===== config.mk =====
export PLATFORM = sky130hd
export DESIGN_NAME = vehicle_warning_qualifier_unit_flat
export DESIGN_NICKNAME = d
export VERILOG_FILES = /design/src/hw/rtl/vwq_pkg.sv /design/src/hw/rtl/vwq_sample_if.sv /design/src/hw/rtl/vwq_result_if.sv /design/src/hw/rtl/vehicle_warning_qualifier_unit.sv /design/src/flat_wrapper.sv
export SDC_FILE = /design/constraint.sdc
export NUM_CORES = 1
export LEC_CHECK = 0
export ABC_AREA = 1
export BUFFER_PORTS_ARGS = -buffer_cell sky130_fd_sc_hd__buf_2
export CAP_MARGIN = 20
export CORE_MARGIN = 1.5
export CORE_UTILIZATION = 30
export CTS_BUF_LIST = sky130_fd_sc_hd__clkbuf_16
export CTS_CLUSTER_SIZE = 8
export DETAILED_ROUTE_END_ITERATION = 7
export GPL_TIMING_DRIVEN = 0
export PLACE_DENSITY = 0.57
export SLEW_MARGIN = 20
export SYNTH_ARGS = -nofsm -noshare
export SYNTH_HDL_FRONTEND = slang
export SYNTH_SLANG_ARGS = --single-unit

===== constraint.sdc =====
create_clock -name clk -period 3.49 [get_ports clk]
set_input_delay 0.698 -clock clk [delete_from_list [all_inputs] [get_ports clk]]
set_output_delay 0.698 -clock clk [all_outputs]
set_load 0.01 [all_outputs]

===== src/hw/rtl/vwq_pkg.sv =====
// Shared constants and types for the vehicle warning qualifier.
package vwq_pkg;

	localparam int TICK_COUNT_WIDTH = 10;
	localparam int LIMIT_W = 10;
	localparam int CMP_W = (TICK_COUNT_WIDTH > LIMIT_W) ? TICK_COUNT_WIDTH : LIMIT_W;

	localparam int OIL_W = 8;
	localparam int TEMP_W = 9;
	localparam int BATT_W = 15;
	localparam int FUEL_W = 7;
	localparam int EXT_W = 5;
	localparam int MASK_W = 9;
	localparam int CODE_W = 4;
	localparam int CFG_IDX_W = 2;

	typedef logic [TICK_COUNT_WIDTH-1:0] tick_count_t;
	typedef logic [LIMIT_W-1:0] limit_t;

	localparam tick_count_t CNT_MAX = {TICK_COUNT_WIDTH{1'b1}};

	localparam logic [OIL_W-1:0] OIL_LOW_X10 = 8'd10;
	localparam logic signed [TEMP_W-1:0] COOLANT_HIGH_C = 9'sd110;
	localparam logic [BATT_W-1:0] BATT_LOW_SET_MV = 15'd12000;
	localparam logic [BATT_W-1:0] BATT_LOW_CLEAR_MV = 15'd12500;
	localparam logic [BATT_W-1:0] BATT_HIGH_SET_MV = 15'd15000;
	localparam logic [BATT_W-1:0] BATT_HIGH_CLEAR_MV = 15'd14500;
	localparam logic [FUEL_W-1:0] FUEL_LOW_SET = 7'd10;
	localparam logic [FUEL_W-1:0] FUEL_LOW_CLEAR = 7'd13;

	localparam limit_t OIL_LIMIT_RESET = 10'd40;
	localparam limit_t COOLANT_LIMIT_RESET = 10'd60;
	localparam limit_t BATTERY_LIMIT_RESET = 10'd100;

	typedef enum logic [CFG_IDX_W-1:0] {
		REG_OIL_LIMIT     = 2'd0,
		REG_COOLANT_LIMIT = 2'd1,
		REG_BATTERY_LIMIT = 2'd2
	} cfg_reg_t;

	localparam int MASK_OIL = 0;
	localparam int MASK_BATTERY = 1;
	localparam int MASK_COOLANT = 2;
	localparam int MASK_CHECK = 3;
	localparam int MASK_FUEL = 4;
	localparam int MASK_EXT_LO = 5;

endpackage


===== src/hw/rtl/vwq_sample_if.sv =====
// Channel carrying one tick of sensor samples.
interface vwq_sample_if;
	logic valid;
	logic ready;
	logic engine_running;
	logic [vwq_pkg::OIL_W-1:0] oil_pressure_x10;
	logic signed [vwq_pkg::TEMP_W-1:0] coolant_temp_c;
	logic [vwq_pkg::BATT_W-1:0] battery_mv;
	logic [vwq_pkg::FUEL_W-1:0] fuel_percent;
	logic [vwq_pkg::EXT_W-1:0] other_warnings;

	modport source (output valid, engine_running, oil_pressure_x10, coolant_temp_c,
		battery_mv, fuel_percent, other_warnings, input ready);
	modport sink (input valid, engine_running, oil_pressure_x10, coolant_temp_c,
		battery_mv, fuel_percent, other_warnings, output ready);
endinterface


===== src/hw/rtl/vwq_result_if.sv =====
// Channel carrying one warning result per tick.
interface vwq_result_if;
	logic valid;
	logic ready;
	logic [vwq_pkg::MASK_W-1:0] warn_mask;
	logic [vwq_pkg::CODE_W-1:0] highest_warning;

	modport source (output valid, warn_mask, highest_warning, input ready);
	modport sink (input valid, warn_mask, highest_warning, output ready);
endinterface


===== src/hw/rtl/vehicle_warning_qualifier_unit.sv =====
// Vehicle warning qualifier: one sensor tick in, one warning mask and priority code out.
// Takes one item per clock unless stalled. Each accepted tick updates the qualification
// counters, warning latches and output register together; the input stays ready while
// that register is empty or being drained, so the sustained rate is one item per cycle
// while results are taken. Oil and coolant warnings latch until reset. Limits are to be
// written via the cfg port while no item is in flight; the block does not check this.
module vehicle_warning_qualifier_unit (
	input  logic                            clk,
	input  logic                            arst_n,
	vwq_sample_if.sink                      sample,
	vwq_result_if.source                    result,
	input  logic                            cfg_we,
	input  logic [vwq_pkg::CFG_IDX_W-1:0]   cfg_index,
	input  logic [vwq_pkg::LIMIT_W-1:0]     cfg_data
);

	vwq_pkg::limit_t oil_limit_q, coolant_limit_q, battery_limit_q;

	vwq_pkg::tick_count_t oil_cnt_q, coolant_cnt_q, batt_low_cnt_q, batt_high_cnt_q;
	logic oil_latched_q, coolant_latched_q, batt_low_q, batt_high_q, fuel_low_q;

	vwq_pkg::tick_count_t oil_cnt_d, coolant_cnt_d, batt_low_cnt_d, batt_high_cnt_d;
	logic oil_latched_d, coolant_latched_d, batt_low_d, batt_high_d, fuel_low_d;

	logic [vwq_pkg::MASK_W-1:0] mask_d;
	logic [vwq_pkg::CODE_W-1:0] code_d;

	logic out_valid_q;
	logic [vwq_pkg::MASK_W-1:0] mask_q;
	logic [vwq_pkg::CODE_W-1:0] code_q;

	logic accept;

	function automatic vwq_pkg::tick_count_t sat_inc(input vwq_pkg::tick_count_t c);
		return (c == vwq_pkg::CNT_MAX) ? c : c + 1'b1;
	endfunction

	function automatic logic reached(input vwq_pkg::tick_count_t c, input vwq_pkg::limit_t lim);
		logic [vwq_pkg::CMP_W-1:0] cx, lx;
		cx = vwq_pkg::CMP_W'(c);
		lx = vwq_pkg::CMP_W'(lim);
		return cx >= lx;
	endfunction

	assign sample.ready = !out_valid_q || result.ready;
	assign accept = sample.valid && sample.ready;

	always_comb begin
		logic run;
		logic [vwq_pkg::BATT_W-1:0] batt;
		run  = sample.engine_running;
		batt = sample.battery_mv;

		oil_latched_d = oil_latched_q;
		if (run && (sample.oil_pressure_x10 < vwq_pkg::OIL_LOW_X10)) begin
			oil_cnt_d = sat_inc(oil_cnt_q);
			if (reached(oil_cnt_d, oil_limit_q)) oil_latched_d = 1'b1;
		end else begin
			oil_cnt_d = '0;
		end

		coolant_latched_d = coolant_latched_q;
		if (sample.coolant_temp_c > vwq_pkg::COOLANT_HIGH_C) begin
			coolant_cnt_d = sat_inc(coolant_cnt_q);
			if (reached(coolant_cnt_d, coolant_limit_q)) coolant_latched_d = 1'b1;
		end else begin
			coolant_cnt_d = '0;
		end

		// battery low also drops whenever the engine is off
		batt_low_d = batt_low_q;
		if (!run) begin
			batt_low_cnt_d = '0;
			batt_low_d = 1'b0;
		end else if (batt < vwq_pkg::BATT_LOW_SET_MV) begin
			batt_low_cnt_d = sat_inc(batt_low_cnt_q);
			if (reached(batt_low_cnt_d, battery_limit_q)) batt_low_d = 1'b1;
		end else begin
			batt_low_cnt_d = '0;
			if (batt > vwq_pkg::BATT_LOW_CLEAR_MV) batt_low_d = 1'b0;
		end

		batt_high_d = batt_high_q;
		if (batt > vwq_pkg::BATT_HIGH_SET_MV) begin
			batt_high_cnt_d = sat_inc(batt_high_cnt_q);
			if (reached(batt_high_cnt_d, battery_limit_q)) batt_high_d = 1'b1;
		end else begin
			batt_high_cnt_d = '0;
			if (batt < vwq_pkg::BATT_HIGH_CLEAR_MV) batt_high_d = 1'b0;
		end

		fuel_low_d = fuel_low_q;
		if (sample.fuel_percent < vwq_pkg::FUEL_LOW_SET) fuel_low_d = 1'b1;
		else if (sample.fuel_percent > vwq_pkg::FUEL_LOW_CLEAR) fuel_low_d = 1'b0;

		mask_d = '0;
		mask_d[vwq_pkg::MASK_OIL]     = oil_latched_d;
		mask_d[vwq_pkg::MASK_BATTERY] = batt_low_d || batt_high_d;
		mask_d[vwq_pkg::MASK_COOLANT] = coolant_latched_d;
		mask_d[vwq_pkg::MASK_CHECK]   = sample.other_warnings[0];
		mask_d[vwq_pkg::MASK_FUEL]    = fuel_low_d;
		mask_d[vwq_pkg::MASK_W-1:vwq_pkg::MASK_EXT_LO] =
			sample.other_warnings[vwq_pkg::EXT_W-1:1];

		// scan downward so the lowest set bit wins
		code_d = '0;
		for (int i = vwq_pkg::MASK_W - 1; i >= 0; i--) begin
			if (mask_d[i]) code_d = vwq_pkg::CODE_W'(i + 1);
		end
	end

	always_ff @(posedge clk or negedge arst_n) begin
		if (!arst_n) begin
			oil_limit_q     <= vwq_pkg::OIL_LIMIT_RESET;
			coolant_limit_q <= vwq_pkg::COOLANT_LIMIT_RESET;
			battery_limit_q <= vwq_pkg::BATTERY_LIMIT_RESET;
		end else if (cfg_we) begin
			case (cfg_index)
				vwq_pkg::REG_OIL_LIMIT:     oil_limit_q <= cfg_data;
				vwq_pkg::REG_COOLANT_LIMIT: coolant_limit_q <= cfg_data;
				vwq_pkg::REG_BATTERY_LIMIT: battery_limit_q <= cfg_data;
				default: ;
			endcase
		end
	end

	always_ff @(posedge clk or negedge arst_n) begin
		if (!arst_n) begin
			oil_cnt_q         <= '0;
			coolant_cnt_q     <= '0;
			batt_low_cnt_q    <= '0;
			batt_high_cnt_q   <= '0;
			oil_latched_q     <= 1'b0;
			coolant_latched_q <= 1'b0;
			batt_low_q        <= 1'b0;
			batt_high_q       <= 1'b0;
			fuel_low_q        <= 1'b0;
			out_valid_q       <= 1'b0;
		end else begin
			if (accept) begin
				oil_cnt_q         <= oil_cnt_d;
				coolant_cnt_q     <= coolant_cnt_d;
				batt_low_cnt_q    <= batt_low_cnt_d;
				batt_high_cnt_q   <= batt_high_cnt_d;
				oil_latched_q     <= oil_latched_d;
				coolant_latched_q <= coolant_latched_d;
				batt_low_q        <= batt_low_d;
				batt_high_q       <= batt_high_d;
				fuel_low_q        <= fuel_low_d;
				out_valid_q       <= 1'b1;
			end else if (result.ready) begin
				out_valid_q <= 1'b0;
			end
		end
	end

	// hold the result until taken; load a new one on accept
	always_ff @(posedge clk) begin
		if (accept) begin
			mask_q <= mask_d;
			code_q <= code_d;
		end
	end

	assign result.valid           = out_valid_q;
	assign result.warn_mask       = mask_q;
	assign result.highest_warning = code_q;

endmodule

===== src/flat_wrapper.sv =====
// flat-port wrapper written by rule: the top's interface ports become plain ports
module vehicle_warning_qualifier_unit_flat 
  (clk, arst_n, cfg_we, cfg_index, cfg_data, sample_valid, sample_engine_running, sample_oil_pressure_x10, sample_coolant_temp_c, sample_battery_mv, sample_fuel_percent, sample_other_warnings, sample_ready, result_valid, result_warn_mask, result_highest_warning, result_ready);
  vwq_sample_if sample_i ();
  vwq_result_if result_i ();
  input  logic clk;
  input  logic arst_n;
  input  logic cfg_we;
  input  logic [vwq_pkg::CFG_IDX_W-1:0] cfg_index;
  input  logic [vwq_pkg::LIMIT_W-1:0] cfg_data;
  input wire logic [$bits(sample_i.valid)-1:0] sample_valid;
  input wire logic [$bits(sample_i.engine_running)-1:0] sample_engine_running;
  input wire logic [$bits(sample_i.oil_pressure_x10)-1:0] sample_oil_pressure_x10;
  input wire logic [$bits(sample_i.coolant_temp_c)-1:0] sample_coolant_temp_c;
  input wire logic [$bits(sample_i.battery_mv)-1:0] sample_battery_mv;
  input wire logic [$bits(sample_i.fuel_percent)-1:0] sample_fuel_percent;
  input wire logic [$bits(sample_i.other_warnings)-1:0] sample_other_warnings;
  output wire logic [$bits(sample_i.ready)-1:0] sample_ready;
  output wire logic [$bits(result_i.valid)-1:0] result_valid;
  output wire logic [$bits(result_i.warn_mask)-1:0] result_warn_mask;
  output wire logic [$bits(result_i.highest_warning)-1:0] result_highest_warning;
  input wire logic [$bits(result_i.ready)-1:0] result_ready;
  assign sample_i.valid = sample_valid;
  assign sample_i.engine_running = sample_engine_running;
  assign sample_i.oil_pressure_x10 = sample_oil_pressure_x10;
  assign sample_i.coolant_temp_c = sample_coolant_temp_c;
  assign sample_i.battery_mv = sample_battery_mv;
  assign sample_i.fuel_percent = sample_fuel_percent;
  assign sample_i.other_warnings = sample_other_warnings;
  assign sample_ready = sample_i.ready;
  assign result_valid = result_i.valid;
  assign result_warn_mask = result_i.warn_mask;
  assign result_highest_warning = result_i.highest_warning;
  assign result_i.ready = result_ready;
  vehicle_warning_qualifier_unit u_core (.clk(clk), .arst_n(arst_n), .sample(sample_i), .result(result_i), .cfg_we(cfg_we), .cfg_index(cfg_index), .cfg_data(cfg_data));
endmodule

==> out/metrics.csv <==
stage;metric;value;unit
synthesis;Post-synth EDFFs;13;
worst_setup_path;critical path endpoint category;flop;
cells_and_area;multi-input combinational cell area;0.00277;mm2
floorplan;Die W;140;um
clock_tree;clock root buffer;clkbuf_16;
global_routing;grt ovf;0;
synthesis;library cells used by synthesis;36;
global_routing;pin count of the biggest net entering global routing;44;
cells_and_area;commonest non-fill, non-tap cell in the layout;nand2_1;
cells_and_area;ANT cells;0;
clock_tree;TritonCTS clock tree;done;
cells_and_area;Area Overhead vs Synth;16.9;%
global_routing;initial antenna violation count;0;
routing;Via Count;4802;
routing;Final ANT Viol Nets;0;
synthesis;Post-synth ARST share;85.4;%
routing;drt drc;0;
floorplan;Chip Height;140;um
power_and_ir_drop;total power;2.55;mW
worst_setup_path;R2R cell count;18;
routing;drt initial violations;222;
clock_tree;post-CTS sizing;0;
global_routing;number of global-route vias before repair;4609;
hold_path;Worst Hold Class;input pin to asynchronous set/reset pin;
clock_tree;postcts setup bufs;0;
timing;Max Clk Rate;332;MHz
routing;routed len/inst;12.7;um
global_routing;All-Layer GR Usage;14.3;%
routing;DR vias/cell;4.55;
floorplan;die area;0.0196;mm2
clock_tree;deepest clock path buffer count;2;
synthesis;Seq/Total Area, Yosys;40.8;%
timing;Least-Margin Pin Slew;0.674;ns
worst_setup_path;Slowest cell on crit path;dfrtp_1;
clock_tree;Clock Latency Late Sink;0.35;ns
power_and_ir_drop;Worst VDD drop;0.282;mV
worst_setup_path;most frequent CP cell;nand2_1;
power_and_ir_drop;Leakage;3.59;nW
synthesis;syn nets;841;
timing;Period Utilization, post-route;86.3;%
timing;max-slew violation count;0;
timing;relative slew slack;55.1;%
clock_tree;htree depth;3;
worst_setup_path;CP max FO;9;
routing;Routed WL;13400;um
synthesis;YS warnings;0;
worst_setup_path;Data required, critical path;3.60;ns
timing;Sum Neg Setup Slack;0;ns
cells_and_area;fin util;36.2;%
cells_and_area;ratio of cells with drive above 1 in the final layout;16.1;%
timing;min Tclk post-route;3.01;ns
status;run status;completed;
clock_tree;Reg clk slew, reported paths;0.07;ns
global_routing;first-pass GRT wire length;22200;um
timing;RSZ-0062 raised after global routing;no;
clock_tree;hold_buf cts;0;
timing;Final Hold Fails;0;
floorplan;Core Rows;49;
routing;drt pass-1 iters;4;
cells_and_area;fin nets;927;
floorplan;initial core utilization;31.0;%
timing;skew final;0.00789;ns
worst_setup_path;crit path kind;flop to flop;
worst_setup_path;Worst setup SP type;flop;
place;DP HPWL;10200;um
place;GP Congestion;0.796;
synthesis;Syn Std Cell Area;0.00564;mm2
floorplan;# IOs;77;
synthesis;Post-Synthesis Mean Instance Area;7.68;um2
synthesis;#FFs+latches synth;89;
cells_and_area;most frequent cells in the layout;nand2_1 (188), inv_1 (135), buf_2 (76), o21ai_0 (69), dfrtp_1 (67);
timing;final count of negative-setup-slack endpoints;0;
synthesis;Top FF cell, synth;dfrtp_1;
floorplan;core area;0.0182;mm2
power_and_ir_drop;Pwr Density;386;mW/mm2
worst_setup_path;critical path arrival;3.12;ns
run;# Max-Cap Violations;0;
place;port buffer count;74;
clock_tree;clk sinks;89;
cells_and_area;Reg area;0.00230;mm2
clock_tree;Inserted Clock Buffers;9;
cells_and_area;Filler Cell Count;1904;
worst_setup_path;Max stage delay on crit path;0.38;ns
worst_setup_path;CP cell instances;ha_1, nand2_1, inv_1, nand3_1, nor2_1, nand2_1, nor2_2, inv_2, nand2_1, nand2_1, ha_1, o21ai_0, nand2_1, nand3_1, nand4_1, nand2_1, nand2_1, o21bai_1;
synthesis;post-synthesis cell count;735;
cell type report:
type	count	share of cell area [%]
plain buffers	11	0.682
clock buffers	9	3.41
clock inverters	7	0.664
inverters	140	8.00
multi-input cells	495	41.9
flip-flops and latches	89	34.9
well taps	229	4.34
repair buffers	75	6.07
Yosys cell counts, drive strengths merged, types with 2 or more instances:
master	number	area, um2
nand2	195	759
inv	140	528
o21ai	76	395
dfrtp	67	1680
nor2	57	240
ha	44	551
nand3	33	180
a21oi	21	128
xor2	19	166
edfxtp	13	390
nand4	12	75.1
nor3	11	75.1
o22ai	10	62.6
dfstp	9	236
clkbuf	8	30.0
a22o	6	53.8
buf	3	15.0
o21bai	3	22.5
a21o	2	15.0
o21a	2	15.0
routing by layer:
metal	share of wire, %	global-route usage, %	vias to the layer above
li1	-	-	2516
met1	50	19.6	2193
met2	45	22.9	83
met3	4.2	2.80	10
met4	1.1	4.32	0
met5	0	0	-
kinds of logic (layout without fill, tap and decap cells):
| kind of cell | after synthesis | count (layout) | share of synthesized area, % |
|---|---|---|---|
| AOI/OAI and AO/OA | 121 | 121 | 12.4 |
| xor gates and xnor gates | 20 | 20 | 3.10 |
| adders and majority gates | 44 | 44 | 9.75 |
| buffers and inverters | 151 | 242 | 10.2 |
| DFF | 89 | 89 | 40.8 |
| and+or+nand+nor | 310 | 310 | 23.8 |
state kept, by name, indices dropped and copies added, names as in the netlist, 4 cells and up:
| signal | count |
|---|---|
| u_core.coolant_limit_q | 10 |
| u_core.coolant_cnt_q | 10 |
| u_core.battery_limit_q | 10 |
| u_core.batt_low_cnt_q | 10 |
| u_core.batt_high_cnt_q | 10 |
| u_core.oil_limit_q | 10 |
| u_core.oil_cnt_q | 10 |
| u_core.result.highest_warning | 4 |
| u_core.result.warn_mask | 9 |
power breakdown:
part	switching, mW	total, mW	internal (mW)	leakage, nW
Combinational	0.276	0.443	0.166	2.35
Sequential	0.0480	1.19	1.15	1.10
Clock	0.428	0.909	0.481	0.134
path summary, 6_finish.rpt:
path                                      start  slack (ns)                               end
setup / recovery            u_core.oil_cnt_q[0]        0.48  u_core.result.highest_warning[0]
hold / removal                           arst_n        0.30               u_core.oil_cnt_q[2]
setup reg to reg            u_core.oil_cnt_q[0]        0.48  u_core.result.highest_warning[0]
hold reg to reg            u_core.oil_latched_q        0.46              u_core.oil_latched_q
max in group asynchronous                arst_n        2.54         u_core.battery_limit_q[2]
min in group clk           u_core.oil_latched_q        0.46              u_core.oil_latched_q
metrics by stage:
step,area (um2),cells,worst slack (ns),hold WS [ns]
global route,6600,1055,0.0827,0.327
detailed placement,6330,1039,0.488,0.452
floorplan,5640,735,1.03,0.402
finish,6600,1055,0.479,0.300
global placement,6300,1038,0.516,0.439
CTS,6600,1055,0.439,0.309
worst max-delay path: cells and delay by family (launching register included):
kind	cells	cell delay, ns
DFF	1	0.38
buffers and inverters	2	0.22
and+or+nand+nor	12	1.35
adders and majority gates	2	0.46
AOI/OAI and AO/OA	2	0.36
Power figures use the tool's default switching activity.
